===== src/rtl/core/vps_pkg.sv =====
package vps_pkg;

    // Number of pot readings summed per round; a round is SAMPLES + 1 sample ticks.
    localparam int SAMPLES = 5;

    localparam int SMP_W = 12;
    localparam int SUM_W = $clog2(SAMPLES * 4095 + 1);
    localparam int PHASE_W = $clog2(SAMPLES + 1);

    // The mean is taken as (sum * DIV_MUL) >> DIV_SH, exact over the whole sum range.
    localparam int DIV_SH = SUM_W + $clog2(SAMPLES);
    localparam longint DIV_MUL = ((64'd1 << DIV_SH) + SAMPLES - 1) / SAMPLES;
    localparam int MUL_W = $clog2(DIV_MUL + 1);
    localparam int PROD_W = SUM_W + MUL_W;

    localparam logic [SMP_W-1:0] POT_FULL = 12'd4095;
    localparam logic [SMP_W-1:0] POT_REV_HIGH = 12'd4000;

    localparam logic [11:0] FRONT_OPEN_RST = 12'd3800;
    localparam logic [11:0] REVERSE_OPEN_RST = 12'd1560;
    localparam logic [11:0] CLOSE_POS_RST = 12'd2730;
    localparam logic [7:0] OPEN_WINDOW_RST = 8'd40;
    localparam logic [7:0] CLOSE_WINDOW_RST = 8'd20;
    localparam logic [15:0] SETTLE_LIMIT_RST = 16'd226;
    localparam logic [11:0] CAP_MIN_RST = 12'd1200;
    localparam logic [11:0] FRONT_REGION_RST = 12'd2600;

    localparam int ADDR_W = 5;
    localparam int REG_IDX_W = 3;
    localparam logic [REG_IDX_W-1:0] REG_FRONT_OPEN = 3'd0;
    localparam logic [REG_IDX_W-1:0] REG_REVERSE_OPEN = 3'd1;
    localparam logic [REG_IDX_W-1:0] REG_CLOSE_POS = 3'd2;
    localparam logic [REG_IDX_W-1:0] REG_OPEN_WINDOW = 3'd3;
    localparam logic [REG_IDX_W-1:0] REG_CLOSE_WINDOW = 3'd4;
    localparam logic [REG_IDX_W-1:0] REG_SETTLE_LIMIT = 3'd5;
    localparam logic [REG_IDX_W-1:0] REG_CAP_MIN = 3'd6;
    localparam logic [REG_IDX_W-1:0] REG_FRONT_REGION = 3'd7;

    localparam logic [1:0] CMD_SAMPLE = 2'd0;
    localparam logic [1:0] CMD_OPEN = 2'd1;
    localparam logic [1:0] CMD_CLOSE = 2'd2;

    typedef enum logic [1:0] {
        TGT_STOP = 2'd0,
        TGT_FRONT = 2'd1,
        TGT_REVERSE = 2'd2,
        TGT_CLOSE = 2'd3
    } target_t;

    typedef enum logic [1:0] {
        DRV_STOP = 2'd0,
        DRV_RAISE = 2'd1,
        DRV_LOWER = 2'd2
    } drive_t;

    typedef struct packed {
        logic [1:0] cmd;
        logic [11:0] pot_sample;
        logic [11:0] cap_sample;
        logic hand_level;
    } in_item_t;

    typedef struct packed {
        logic [1:0] drive;
        logic [1:0] target_now;
        logic valve_open;
        logic keys_enabled;
        logic arrived;
    } out_item_t;

endpackage


===== src/rtl/core/valve_position_servo.sv =====
// Valve position servo.
// Input channel (in_valid, in_stall, in_data): one transfer per command or ADC sample tick.
// Output channel (out_valid, out_stall, out_data): exactly one result per input transfer,
// in order, showing drive, target, valve state, key enable and the arrival flag.
// Configuration registers sit on the APB port at byte address 4 * index; the user must
// write them only while the block is idle, as the block itself does not enforce this.
// pready is always high and reads return the value.
// An item is captured in the input register at its transfer, and its result is loaded
// into the output register when that register is free.
// Throughput: one item per cycle unless the receiver stalls. The single pass from the input
// register to the output register holds the sum-and-scale of the round mean (one constant
// multiplier) and, for the last tick of a round, the squared deviation (one 12x12 multiplier).
// When the receiver stalls, the output register holds its result; one more item may wait
// in the input register, after which in_stall is raised until the output moves.
// Reset clears both stages, loads the default positions and windows, and leaves the motor
// stopped, the valve marked closed, keys enabled and the lever resume armed.
module valve_position_servo (
    input  logic                              clk,
    input  logic                              rst_n,
    input  logic                              in_valid,
    output logic                              in_stall,
    input  vps_pkg::in_item_t                 in_data,
    output logic                              out_valid,
    input  logic                              out_stall,
    output vps_pkg::out_item_t                out_data,
    input  logic                              psel,
    input  logic                              penable,
    input  logic                              pwrite,
    input  logic [vps_pkg::ADDR_W-1:0]        paddr,
    input  logic [31:0]                       pwdata,
    output logic [31:0]                       prdata,
    output logic                              pready
);
    import vps_pkg::*;

    logic [11:0] front_open_pos_reg;
    logic [11:0] reverse_open_pos_reg;
    logic [11:0] close_pos_reg;
    logic [7:0] open_window_reg;
    logic [7:0] close_window_reg;
    logic [15:0] settle_limit_reg;
    logic [11:0] cap_min_reg;
    logic [11:0] front_region_low_reg;

    logic [REG_IDX_W-1:0] reg_idx;
    logic cfg_write;

    logic in_valid_reg;
    in_item_t in_item_reg;
    logic out_valid_reg;
    out_item_t out_item_reg;
    logic fire;

    target_t target_reg, target_next;
    target_t lever_target_reg, lever_target_next;
    logic resume_armed_reg, resume_armed_next;
    logic [SUM_W-1:0] sum_reg, sum_next;
    logic [PHASE_W-1:0] phase_reg, phase_next;
    logic [SMP_W-1:0] mean_reg, mean_next;
    drive_t drive_reg, drive_next;
    logic valve_open_reg, valve_open_next;
    logic keys_on_reg, keys_on_next;
    logic arrived_next;

    logic [SMP_W-1:0] pot;
    logic cap_ok;
    logic front_region;
    target_t open_target;
    drive_t open_drive;
    drive_t close_drive;
    logic [SUM_W-1:0] sum_base;
    logic [SUM_W-1:0] sum_after;
    logic [PROD_W-1:0] mean_prod;
    logic [SMP_W-1:0] dev_mag;
    logic [2*SMP_W-1:0] dev_sq;
    logic still;
    logic window_hit;
    logic hit_opened;

    function automatic logic in_win(input logic [11:0] p, input logic [11:0] c,
                                    input logic [7:0] h);
        return ({1'b0, p} + 13'(h) >= {1'b0, c}) && ({1'b0, p} <= {1'b0, c} + 13'(h));
    endfunction

    // Configuration port.
    assign pready = 1'b1;
    assign reg_idx = paddr[ADDR_W-1:2];
    assign cfg_write = psel && penable && pwrite;

    always_comb
    begin
        case (reg_idx)
            REG_FRONT_OPEN:   prdata = {20'd0, front_open_pos_reg};
            REG_REVERSE_OPEN: prdata = {20'd0, reverse_open_pos_reg};
            REG_CLOSE_POS:    prdata = {20'd0, close_pos_reg};
            REG_OPEN_WINDOW:  prdata = {24'd0, open_window_reg};
            REG_CLOSE_WINDOW: prdata = {24'd0, close_window_reg};
            REG_SETTLE_LIMIT: prdata = {16'd0, settle_limit_reg};
            REG_CAP_MIN:      prdata = {20'd0, cap_min_reg};
            REG_FRONT_REGION: prdata = {20'd0, front_region_low_reg};
            default:          prdata = 32'd0;
        endcase
    end

    always_ff @(posedge clk or negedge rst_n)
    begin
        if (!rst_n)
        begin
            front_open_pos_reg <= FRONT_OPEN_RST;
            reverse_open_pos_reg <= REVERSE_OPEN_RST;
            close_pos_reg <= CLOSE_POS_RST;
            open_window_reg <= OPEN_WINDOW_RST;
            close_window_reg <= CLOSE_WINDOW_RST;
            settle_limit_reg <= SETTLE_LIMIT_RST;
            cap_min_reg <= CAP_MIN_RST;
            front_region_low_reg <= FRONT_REGION_RST;
        end
        else if (cfg_write)
        begin
            case (reg_idx)
                REG_FRONT_OPEN:   front_open_pos_reg <= pwdata[11:0];
                REG_REVERSE_OPEN: reverse_open_pos_reg <= pwdata[11:0];
                REG_CLOSE_POS:    close_pos_reg <= pwdata[11:0];
                REG_OPEN_WINDOW:  open_window_reg <= pwdata[7:0];
                REG_CLOSE_WINDOW: close_window_reg <= pwdata[7:0];
                REG_SETTLE_LIMIT: settle_limit_reg <= pwdata[15:0];
                REG_CAP_MIN:      cap_min_reg <= pwdata[11:0];
                REG_FRONT_REGION: front_region_low_reg <= pwdata[11:0];
                default:          ;
            endcase
        end
    end

    // Handshake: the input register moves into the output register whenever that is free.
    assign fire = in_valid_reg && (!out_valid_reg || !out_stall);
    assign in_stall = in_valid_reg && !fire;
    assign out_valid = out_valid_reg;
    assign out_data = out_item_reg;

    always_ff @(posedge clk or negedge rst_n)
    begin
        if (!rst_n)
        begin
            in_valid_reg <= 1'b0;
            out_valid_reg <= 1'b0;
        end
        else
        begin
            if (in_valid && !in_stall)
            begin
                in_valid_reg <= 1'b1;
            end
            else if (fire)
            begin
                in_valid_reg <= 1'b0;
            end
            if (fire)
            begin
                out_valid_reg <= 1'b1;
            end
            else if (!out_stall)
            begin
                out_valid_reg <= 1'b0;
            end
        end
    end

    always_ff @(posedge clk)
    begin
        if (in_valid && !in_stall)
        begin
            in_item_reg <= in_data;
        end
        if (fire)
        begin
            out_item_reg <= '{drive: drive_next, target_now: target_next,
                              valve_open: valve_open_next, keys_enabled: keys_on_next,
                              arrived: arrived_next};
        end
    end

    // Shared terms of the single pass.
    assign pot = in_item_reg.pot_sample;
    assign cap_ok = in_item_reg.cap_sample > cap_min_reg;
    assign front_region = (pot > front_region_low_reg) && (pot < POT_FULL);
    assign open_target = front_region ? TGT_FRONT : TGT_REVERSE;
    assign close_drive = (pot > close_pos_reg) ? DRV_LOWER : DRV_RAISE;

    always_comb
    begin
        if (front_region)
        begin
            open_drive = (pot < front_open_pos_reg) ? DRV_RAISE : DRV_LOWER;
        end
        else
        begin
            open_drive = (pot < reverse_open_pos_reg || pot > POT_REV_HIGH) ? DRV_RAISE
                                                                             : DRV_LOWER;
        end
    end

    // The sum restarts at the first tick of a round; the mean is latched at the last summed tick.
    assign sum_base = (phase_reg == '0) ? '0 : sum_reg;
    assign sum_after = sum_base + SUM_W'(pot);
    assign mean_prod = PROD_W'(sum_after) * PROD_W'(DIV_MUL);
    assign dev_mag = (pot >= mean_reg) ? pot - mean_reg : mean_reg - pot;
    assign dev_sq = (2*SMP_W)'(dev_mag) * (2*SMP_W)'(dev_mag);
    assign still = dev_sq < (2*SMP_W)'(settle_limit_reg);

    always_comb
    begin
        case (target_reg)
            TGT_FRONT:
            begin
                window_hit = in_win(pot, front_open_pos_reg, open_window_reg);
                hit_opened = 1'b1;
            end
            TGT_REVERSE:
            begin
                window_hit = in_win(pot, reverse_open_pos_reg, open_window_reg);
                hit_opened = 1'b1;
            end
            default:
            begin
                window_hit = in_win(pot, close_pos_reg, close_window_reg);
                hit_opened = 1'b0;
            end
        endcase
    end

    always_comb
    begin
        target_next = target_reg;
        lever_target_next = lever_target_reg;
        resume_armed_next = resume_armed_reg;
        sum_next = sum_reg;
        phase_next = phase_reg;
        mean_next = mean_reg;
        drive_next = drive_reg;
        valve_open_next = valve_open_reg;
        keys_on_next = keys_on_reg;
        arrived_next = 1'b0;

        case (in_item_reg.cmd)
            CMD_OPEN:
            begin
                if (cap_ok)
                begin
                    target_next = open_target;
                    lever_target_next = open_target;
                    drive_next = open_drive;
                end
            end
            CMD_CLOSE:
            begin
                if (cap_ok)
                begin
                    target_next = TGT_CLOSE;
                    lever_target_next = TGT_CLOSE;
                    drive_next = close_drive;
                end
            end
            CMD_SAMPLE:
            begin
                if (phase_reg == '0)
                begin
                    if (!in_item_reg.hand_level)
                    begin
                        target_next = lever_target_reg;
                        resume_armed_next = 1'b1;
                        drive_next = DRV_STOP;
                        keys_on_next = 1'b0;
                    end
                    else if (cap_ok && resume_armed_reg)
                    begin
                        resume_armed_next = 1'b0;
                        keys_on_next = 1'b1;
                        case (target_reg)
                            TGT_CLOSE:
                            begin
                                target_next = TGT_CLOSE;
                                lever_target_next = TGT_CLOSE;
                                drive_next = close_drive;
                            end
                            TGT_FRONT, TGT_REVERSE:
                            begin
                                target_next = open_target;
                                lever_target_next = open_target;
                                drive_next = open_drive;
                            end
                            default:
                            begin
                                drive_next = DRV_STOP;
                            end
                        endcase
                    end
                end
                if (phase_reg < PHASE_W'(SAMPLES))
                begin
                    sum_next = sum_after;
                    phase_next = phase_reg + 1'b1;
                    if (phase_reg == PHASE_W'(SAMPLES - 1))
                    begin
                        mean_next = mean_prod[DIV_SH +: SMP_W];
                    end
                end
                else
                begin
                    // Last tick of a round: stop only when steady and inside the window.
                    if (still && target_reg != TGT_STOP && window_hit)
                    begin
                        drive_next = DRV_STOP;
                        target_next = TGT_STOP;
                        valve_open_next = hit_opened;
                        arrived_next = 1'b1;
                    end
                    phase_next = '0;
                    sum_next = '0;
                end
            end
            default:
            begin
            end
        endcase
    end

    always_ff @(posedge clk or negedge rst_n)
    begin
        if (!rst_n)
        begin
            target_reg <= TGT_STOP;
            lever_target_reg <= TGT_CLOSE;
            resume_armed_reg <= 1'b1;
            sum_reg <= '0;
            phase_reg <= '0;
            mean_reg <= '0;
            drive_reg <= DRV_STOP;
            valve_open_reg <= 1'b0;
            keys_on_reg <= 1'b1;
        end
        else if (fire)
        begin
            target_reg <= target_next;
            lever_target_reg <= lever_target_next;
            resume_armed_reg <= resume_armed_next;
            sum_reg <= sum_next;
            phase_reg <= phase_next;
            mean_reg <= mean_next;
            drive_reg <= drive_next;
            valve_open_reg <= valve_open_next;
            keys_on_reg <= keys_on_next;
        end
    end

endmodule


===== config.mk =====
export PLATFORM = sky130hd
export DESIGN_NAME = valve_position_servo
export DESIGN_NICKNAME = d
export VERILOG_FILES = /design/src/rtl/core/vps_pkg.sv /design/src/rtl/core/valve_position_servo.sv
export SDC_FILE = /design/constraint.sdc
export NUM_CORES = 1
export LEC_CHECK = 0
export ABC_CLOCK_PERIOD_IN_PS = 16500
export BUFFER_PORTS_ARGS = -buffer_cell sky130_fd_sc_hd__buf_2
export CAP_MARGIN = 25
export CORE_MARGIN = 2
export CORE_UTILIZATION = 45
export DETAILED_ROUTE_END_ITERATION = 10
export SYNTH_ARGS = -nofsm -noshare
export SYNTH_HDL_FRONTEND = slang
export SYNTH_SLANG_ARGS = --single-unit

===== constraint.sdc =====
create_clock -name clk -period 16.5 [get_ports clk]
set_input_delay 3.3 -clock clk [delete_from_list [all_inputs] [get_ports clk]]
set_output_delay 3.3 -clock clk [all_outputs]
set_load 0.005 [all_outputs]

==> results.py, run 1 <==
metrics = {
    "run_status": {
        "outcome": "finished, final reports clean",
    },
    "global_routing": {
        "grt_max_degree": 69,
        "grt-ovfl-total": 0,
        "track_usage_pct": 24.3,
        "antenna_found_initial": 0,
        "grt_pass1_vias": 17600,
        "grt_pass1_wl_um": 94900,
    },
    "logic_synthesis": {
        "syn_inst": 2369,
        "syn_area_sq_mm": 0.0217,
        "synth_top_area_share_pct": 22.4,
        "seq_area_frac_synth_pct": 20.2,
        "async_reset_ff_share_pct": 79.6,
        "ys_warn_count": 0,
        "synth_edf_count": 34,
        "synthTopCellsByArea": "ha_1, fa_1, dfrtp_1, inv_1, edfxtp_1",
        "synth_top_flop_cell": "dfrtp_1",
        "ys_ff_latch": 167,
        "synth_cell_types": 91,
        "yosys.area.top_type": "ha_1",
        "avgSynthCellArea_sq_um": 9.16,
    },
    "finish": {
        "drive_gt1_share_pct": 10.8,
        "areaGrowthSynthToFinish_pct": 7.89,
        "layout.nets": 3044,
        "seqCellArea_sq_mm": 0.00440,
        "layout_commonest_cell": "ha_1",
        "final_cell_mix": "ha_1, inv_1, nand2_1, fa_1, nor2_1",
        "fillerInstances": 4555,
        "multi_input_area_sq_mm": 0.0156,
        "largest_reg_flops": 16,
        "stdcell_count": 3063,
        "antenna_cells": 0,
        "design_area_sq_mm": 0.0234,
    },
    "cts": {
        "cts_tree": "built",
        "cts_resized": 0,
        "cts-buffers-inserted": 17,
        "path_clk_slew_ns": 0.07,
        "holdBufCountCts": 0,
        "clkLatencyLatePin_ns": 0.47,
        "post_cts_buffers": 0,
        "root_buffer": "clkbuf_16",
        "clockBufferDepth": 2,
        "cts_num_sinks": 167,
        "cts_max_level": 4,
    },
    "worst_setup_path": {
        "rr_worst_depth": 40,
        "regToRegSetupSlack_ns": 4.34,
        "critical_path_depth": 40,
        "cp_num_buf_inv": 8,
        "cp-endpoint": "out_data[2]",
        "r2r-end": "out_data[2]",
        "crit_path_top_delay_cell": "xor2_1",
        "critPathKind": "flip-flop to flip-flop",
        "reg2reg_from": "pot[0]",
        "worst_path_most_repeated_cell": "inv_1",
        "slowest_delay_ns": 0.64,
        "crit_path_start": "pot[0]",
        "critPathRequiredTime_ns": 16.72,
        "arrival_ns": 12.38,
        "cp-start-kind": "flip-flop",
        "worstPathMaxFanout": 19,
        "worstSetupEndpointType": "flip-flop",
        "cp_top_family": "adder cells",
    },
    "sta": {
        "max_freq_mhz": 82.2,
        "fin_tns_setup_ns": 0,
        "relSlewSlack_pct": 33.5,
        "drv_slew": 0,
        "fin_crit_sh_pct": 73.7,
        "grt_setup_unrepaired": "no",
        "whs_ns": 0.467,
        "setup_viol": 0,
        "fin_worst_skew_ns": 0.0158,
        "hold_viol": 0,
        "period_needed_ns": 12.16,
        "tightest_slew_ns": 0.994,
    },
    "die": {
        "rows": 80,
        "start_util_pct": 45.6,
        "fp.dieH_um": 224,
        "die_area_sq_mm": 0.0500,
        "coreArea_sq_mm": 0.0476,
        "die_w_um": 224,
        "io_pins": 113,
    },
    "placement": {
        "io_buffers": 77,
        "placed_cell_area_sq_mm": 0.0228,
        "dp_hpwl_um": 47000,
        "routabilityCongestion": 0.890,
        "dp_cells": 3029,
    },
    "detailed_routing": {
        "dr.pass1.iters": 5,
        "first_iter_violations": 1012,
        "wl_um": 58500,
        "postRouteAntennaNets": 0,
        "routed_via_density": 5.59,
        "num_vias": 17100,
        "drc": 0,
        "post_drt_wl_per_cell_um": 19.1,
    },
    "worst_hold_path": {
        "hp-class": "flip-flop to flip-flop",
    },
    "job": {
        "maxCapViolations": 0,
    },
}
[routing by layer]
layer / wire (um) / global-route usage, % / part of all wire [%] / vias up
met5: 0 / 0 / 0 / -
met4: 1450 / 6.90 / 2.5 / 0
met3: 3120 / 4.07 / 5.3 / 68
li1: - / - / - / 8267
met1: 26900 / 33.3 / 46 / 8359
met2: 27000 / 39.6 / 46 / 429
[worst min-delay path by stage]
stage,cells past startpoint,slack (ns),to,from
2_1_floorplan,2,0.43,sum_reg[1],sum_reg[1]
3_3_place_gp,2,0.45,keys_on_reg,keys_on_reg
3_5_place_dp,2,0.46,sum_reg[1],sum_reg[1]
4_1_cts,2,0.47,sum_reg[1],sum_reg[1]
5_1_grt,2,0.50,keys_on_reg,keys_on_reg
6_report,2,0.47,sum_reg[1],sum_reg[1]
[final cells by class]
class,count,share of cell area [%]
Clock inverter,13,0.764
Timing Repair Buffer,103,2.54
Clock buffer,19,1.89
Sequential cell,167,18.8
Multi-Input combinational cell,1773,66.8
Tap cell,615,3.29
Inverter,373,5.98
[kinds of logic after synthesis]
kind of cell	after synthesis	synth area share [%]
fa+ha+maj	538	36.2
compound gates	510	15.2
mux	82	4.54
other cells	2	0.0346
xor+xnor	102	4.15
simple gates	524	11.6
buf+inv	444	8.05
flops	167	20.2
[cells in the mapped netlist, drive strengths merged (5+ instances only)]
cell and number:
a211oi 20, mux4 7, a21oi 124, o21a 31
o21bai 20, nand3 41, mux2i 20, a21o 47
o2111ai 5, ha 389, edfxtp 34, a22oi 5
mux2 55, o211a 5, dfrtp 96, o31ai 11
a311oi 6, a2111oi 5, and2 22, xnor2 74
buf 28, or2 15, inv 372, a221oi 10
nand2 149, nor4 7, nor3 26, nand2b 27
a31oi 12, dfstp 37, nand4 26, and3 11
and4 5, a22o 13, clkbuf 43, o21ai 138
nor2b 31, or3 5, nor2 142, o211ai 16
fa 149, o22ai 6, xor2 28
[worst register-to-register path, delay by kind of cell, from the launching register on]
family	cells	cell delay, ns
muxes	2	0.71
buffers and inverters	8	1.16
xor gates and xnor gates	2	0.80
adders and majority gates	9	3.82
AOI/OAI and AO/OA	13	3.75
and+or+nand+nor	6	1.32
DFF	1	0.37
[per-stage QoR]
step	util [%]	setup slack, ns
floorplan	-	6.78
global placement	47.8	4.48
detailed placement	47.8	4.37
CTS	49.1	4.33
global route	49.2	3.67
finish	49.2	4.34
Power of run 1 is left out: the tool's default activity adds up to more than one toggle a clock period on the data nets, which glitch-free logic cannot reach.
==> run 2, diff against run 1 <==
ABC_CLOCK_PERIOD_IN_PS = 10500   (was 16500)
clock period = 10.5 ns   (was 16.5 ns; I/O delays follow)
==> run 2 against run 1 <==
Cell count is 1.1% higher. Wire length increased by 2.2%. Fmax grew 19%. Clock-buffer cell count up 1. Global-route usage is 0.20 points higher. Cell area rose by 1.3%. Sequential share of layout area decreased by 0.24 points. Non-clock buffer count up 34. Register-to-register slack got worse by 4.1 ns. Worst hold slack worse by 0.0042 ns. Critical path type unchanged. Highest routed layer unchanged.
==> results.py, run 2 (same netlist as run 1, synthesis figures left out) <==
metrics = {
    "worst_setup_path": {
        "cp_num_buf_inv": 11,
        "crit_path_top_delay_cell": "or4_1",
        "slowest_delay_ns": 0.57,
        "arrival_ns": 10.43,
        "critPathRequiredTime_ns": 10.71,
        "worstPathMaxFanout": 9,
        "cp_top_family": "adder cells",
        "worstSetupEndpointType": "flip-flop",
        "critPathKind": "flip-flop to flip-flop",
        "cp-start-kind": "flip-flop",
    },
    "sta": {
        "tightest_slew_ns": 1.01,
        "setup_viol": 0,
        "relSlewSlack_pct": 32.9,
        "setup_ws_ns": 0.284,
        "drv_slew": 0,
        "period_needed_ns": 10.22,
        "max_freq_mhz": 97.9,
        "fin_worst_skew_ns": 0.0142,
        "hold_viol": 0,
        "fin_crit_sh_pct": 97.3,
    },
    "finish": {
        "final_cell_mix": "ha_1, inv_1, nand2_1, fa_1, nor2_1",
        "layout_commonest_cell": "ha_1",
        "drive_gt1_share_pct": 12.3,
        "largest_reg_flops": 16,
        "antenna_cells": 0,
        "layout.nets": 3078,
        "areaGrowthSynthToFinish_pct": 9.31,
    },
    "detailed_routing": {
        "post_drt_wl_per_cell_um": 19.3,
        "wl_met3_um": 3150,
        "postRouteAntennaNets": 0,
        "num_vias": 17500,
        "wl_met1_um": 28100,
        "dr.pass1.iters": 5,
        "drc": 0,
        "routed_via_density": 5.65,
        "wl_met2_um": 27700,
        "top_layer": "met4",
        "first_iter_violations": 1306,
        "wl_um": 59800,
    },
    "die": {
        "rows": 80,
        "die_area_sq_mm": 0.0500,
        "die_w_um": 224,
        "start_util_pct": 45.6,
        "coreArea_sq_mm": 0.0476,
        "fp.dieH_um": 224,
        "io_pins": 113,
    },
    "cts": {
        "clkLatencyLatePin_ns": 0.46,
        "cts-buffers-inserted": 17,
        "cts_num_sinks": 167,
        "root_buffer": "clkbuf_16",
        "clockBufferDepth": 2,
        "path_clk_slew_ns": 0.07,
        "cts_tree": "built",
        "cts_max_level": 4,
    },
    "global_routing": {
        "grt_pass1_wl_um": 96000,
        "grt_max_degree": 70,
        "antenna_found_initial": 1,
        "track_usage_pct": 24.5,
        "grt-ovfl-total": 0,
        "grt_pass1_vias": 17700,
    },
    "placement": {
        "post-place-ws_ns": -0.0797,
        "routabilityCongestion": 0.951,
        "io_buffers": 77,
        "dp_hpwl_um": 49000,
    },
    "run_status": {
        "outcome": "finished, final reports clean",
    },
    "job": {
        "maxCapViolations": 0,
    },
    "worst_hold_path": {
        "hp-class": "flip-flop to flip-flop",
    },
}
==> run 2: changes by cell type in the layout (fill, tap and decap cells not counted), sizes merged <==
| cell | change |
|---|---|
| bufinv | -1 |
| clkbuf | +1 |
| buf | +34 |
==> run 2: layout make-up <==
cell class	instances	area (sq um)
Clock buffer	20	479
Fill cell	4524	23900
Multi-Input combinational cell	1773	15700
Tap cell	615	769
Inverter	373	1400
Timing Repair Buffer	137	846
Sequential cell	167	4400
Clock inverter	12	153
==> run 2: layer usage <==
| layer | vias to the layer above | track usage [%] |
|---|---|---|
| met4 | 0 | 5.05 |
| met5 | - | 0 |
| met1 | 8657 | 35.0 |
| met3 | 57 | 2.83 |
| met2 | 448 | 40.0 |
| li1 | 8332 | - |
==> run 2: per-stage QoR <==
| step | hold WS, ns | std cells | utilization (%) | setup TNS [ns] | instance area [sq um] |
|---|---|---|---|---|---|
| floorplan | 0.430 | 2384 | - | 0 | 21800 |
| global placement | 0.448 | 3059 | 48.3 | -0.0414 | 23000 |
| detailed placement | 0.452 | 3060 | 48.3 | -0.0797 | 23000 |
| CTS | 0.464 | 3093 | 49.6 | 0 | 23600 |
| global route | 0.480 | 3097 | 49.8 | -0.0620 | 23700 |
| finish | 0.463 | 3097 | 49.8 | 0 | 23700 |
==> run 2: timing repair <==
action	4_1_cts	5_1_grt
gates resized for setup	1	9
endpoints found under the setup margin	1	9
pin swaps	2	4
buffers inserted	1	4
hold buffers	0	0
==> run 2: worst paths after layout <==
kind	slack, ns	end	start	cells after the start
max	0.28	out_data[2]	pot[0]	44
min	0.46	keys_on_reg	keys_on_reg	2
max reg2reg	0.28	out_data[2]	pot[0]	44
min reg2reg	0.46	keys_on_reg	keys_on_reg	2
max in group asynchronous	7.56	cap_min_reg[11]	rst_n	2
min in group asynchronous	1.62	front_open_pos_reg[1]	rst_n	1
==> run 2: tightest hold or removal path: stages, from the launching register on <==
cell,delay (ns)
dfstp_2,0.37
nand2_1,0.05
nand2_1,0.05
Power of run 2 is left out for the same reason.
==> run 3, diff against run 2 <==
ABC_AREA = 1   (was unset)
MAX_ROUTING_LAYER = met4   (was unset)
==> run 3 against run 2 <==
Highest routed layer unchanged. Setup slack better by 1.1 ns. First-iteration DRC count up 23%. Die area up 3.2%. Non-clock buffer count down 27. Critical path depth down 3. Synthesized area up 3.2%. Critical path type unchanged.
==> results.py, run 3 <==
metrics = {
    "global_routing": {
        "use_met1_pct": 37.6,
        "grt-ovfl-total": 0,
        "antenna_found_initial": 0,
        "busiest_layer": "met2",
        "use_met2_pct": 41.1,
        "grt_pass1_vias": 19600,
        "track_usage_pct": 27.2,
        "grt_pass1_wl_um": 105000,
        "grt_max_degree": 82,
        "met3_usage_pct": 5.03,
    },
    "detailed_routing": {
        "postRouteAntennaNets": 0,
        "drc": 0,
        "dr.pass1.iters": 6,
        "num_vias": 19600,
        "wl_um": 66200,
        "post_drt_wl_per_cell_um": 18.0,
        "first_iter_violations": 1601,
        "routed_via_density": 5.34,
    },
    "logic_synthesis": {
        "syn_inst": 2904,
        "synth_edf_count": 34,
        "ys_ff_latch": 167,
        "yosys.area.top_type": "ha_1",
        "synth_compound_area_share_pct": 12.5,
        "async_reset_ff_share_pct": 79.6,
        "ys_warn_count": 0,
        "synth_top_flop_cell": "dfrtp_1",
        "seq_area_frac_synth_pct": 19.6,
        "synth_cell_types": 53,
        "synthAdderAreaFrac_pct": 35.0,
        "synth_mux_area_share_pct": 0.0894,
        "synth_most_common_cell": "inv_1",
        "syn_area_sq_mm": 0.0224,
        "avgSynthCellArea_sq_um": 7.71,
        "synth_top_area_share_pct": 21.7,
        "synth_xor_area_share_pct": 3.62,
        "synth_commonest_cells": "inv_1, nand2_1, ha_1",
        "synth_simple_gate_area_share_pct": 18.3,
        "synthTopCellsByArea": "ha_1, fa_1, dfrtp_1, inv_1, nand2_1",
        "synth_top_family_by_area": "adder cells",
    },
    "cts": {
        "path_clk_slew_ns": 0.07,
        "holdBufCountCts": 0,
        "cts_resized": 0,
        "post_cts_buffers": 0,
        "clkLatencyLatePin_ns": 0.46,
        "cts-buffers-inserted": 17,
        "cts_tree": "built",
        "clockBufferDepth": 2,
        "cts_max_level": 4,
        "root_buffer": "clkbuf_16",
        "cts_num_sinks": 167,
    },
    "worst_setup_path": {
        "crit_path_start": "pot[8]",
        "worstSetupEndpointType": "flip-flop",
        "cp-start-kind": "flip-flop",
        "crit_path_top_delay_cell": "fa_1",
        "slowest_delay_ns": 0.55,
        "reg2reg_from": "pot[8]",
        "arrival_ns": 9.36,
        "critPathKind": "flip-flop to flip-flop",
        "worstPathMaxFanout": 15,
        "critPathRequiredTime_ns": 10.71,
    },
    "finish": {
        "largest_reg_flops": 16,
        "fillerInstances": 4944,
        "layout.nets": 3609,
        "drive_gt1_share_pct": 6.94,
        "final_cell_mix": "inv_1, nand2_1, ha_1",
        "layout_commonest_cell": "inv_1",
        "antenna_cells": 0,
        "areaGrowthSynthToFinish_pct": 8.38,
    },
    "sta": {
        "whs_ns": 0.474,
        "grt_setup_unrepaired": "no",
        "drv_slew": 0,
        "tightest_slew_ns": 0.966,
        "fin_worst_skew_ns": 0.0135,
        "max_freq_mhz": 109,
        "relSlewSlack_pct": 35.1,
        "fin_tns_setup_ns": 0,
        "period_needed_ns": 9.15,
        "hold_viol": 0,
        "setup_viol": 0,
        "fin_crit_sh_pct": 87.1,
    },
    "placement": {
        "dp_hpwl_um": 54800,
        "io_buffers": 77,
        "routabilityCongestion": 0.964,
    },
    "die": {
        "fp.dieH_um": 227,
        "die_area_sq_mm": 0.0516,
        "die_w_um": 227,
        "coreArea_sq_mm": 0.0491,
        "io_pins": 113,
        "rows": 81,
        "start_util_pct": 45.7,
    },
    "run_status": {
        "outcome": "finished, final reports clean",
    },
    "worst_hold_path": {
        "hold_start": "in_valid_reg",
        "hp-class": "flip-flop to flip-flop",
    },
    "job": {
        "maxCapViolations": 0,
    },
}
==> run 3: cell type report <==
type                            count  area, sq um  area share [%]
Timing Repair Buffer              110          648            2.67
Clock inverter                     15          155           0.639
Inverter                          574         2150            8.87
Multi-Input combinational cell   2130        15700            64.5
Sequential cell                   167         4400            18.1
Clock buffer                       17          425            1.75
Tap cell                          664          831            3.42
==> run 3: path summary, 6_finish.rpt <==
check                                                to  slack [ns]  depth (start not counted)
worst max-delay path                        out_data[2]        1.35                         41
worst min-delay path                          out_valid        0.47                          2
worst max register to register              out_data[2]        1.35                         41
worst min register to register                out_valid        0.47                          2
max in group asynchronous                     out_valid        7.59                          2
min in group asynchronous       reverse_open_pos_reg[1]        1.69                          1
==> run 3: cell families after synthesis <==
group                      after synthesis
xor gates and xnor gates                90
buffers and inverters                  622
and+or+nand+nor                        986
adders and majority gates              538
DFF                                    167
AOI/OAI and AO/OA                      497
other                                    2
muxes                                    2
==> run 3: critical path: cells and delay by family (launching register included) <==
kind	cells	cell delay, ns
AO/OA/AOI/OAI	6	1.09
XOR/XNOR	2	0.55
adder cells (fa/ha/maj)	8	3.59
buffers and inverters	9	1.10
flip-flops	1	0.32
AND/OR/NAND/NOR	16	2.20
==> run 3: per-layer routing <==
layer | part of all wire [%] | wire length, um
met5 | 0 | 0
met4 | 2.4 | 1560
met3 | 6.9 | 4560
met2 | 43 | 28800
met1 | 47 | 31300
==> run 3: metrics by stage <==
| stage | instances | area (sq um) | utilization (%) | worst slack, ns |
|---|---|---|---|---|
| CTS | 3675 | 24300 | 49.5 | 1.33 |
| floorplan | 2919 | 22500 | - | 2.53 |
| finish | 3677 | 24300 | 49.5 | 1.35 |
| global placement | 3641 | 23700 | 48.2 | 1.40 |
| global route | 3677 | 24300 | 49.5 | 0.765 |
| detailed placement | 3643 | 23700 | 48.3 | 1.37 |
Power of run 3 is left out for the same reason.
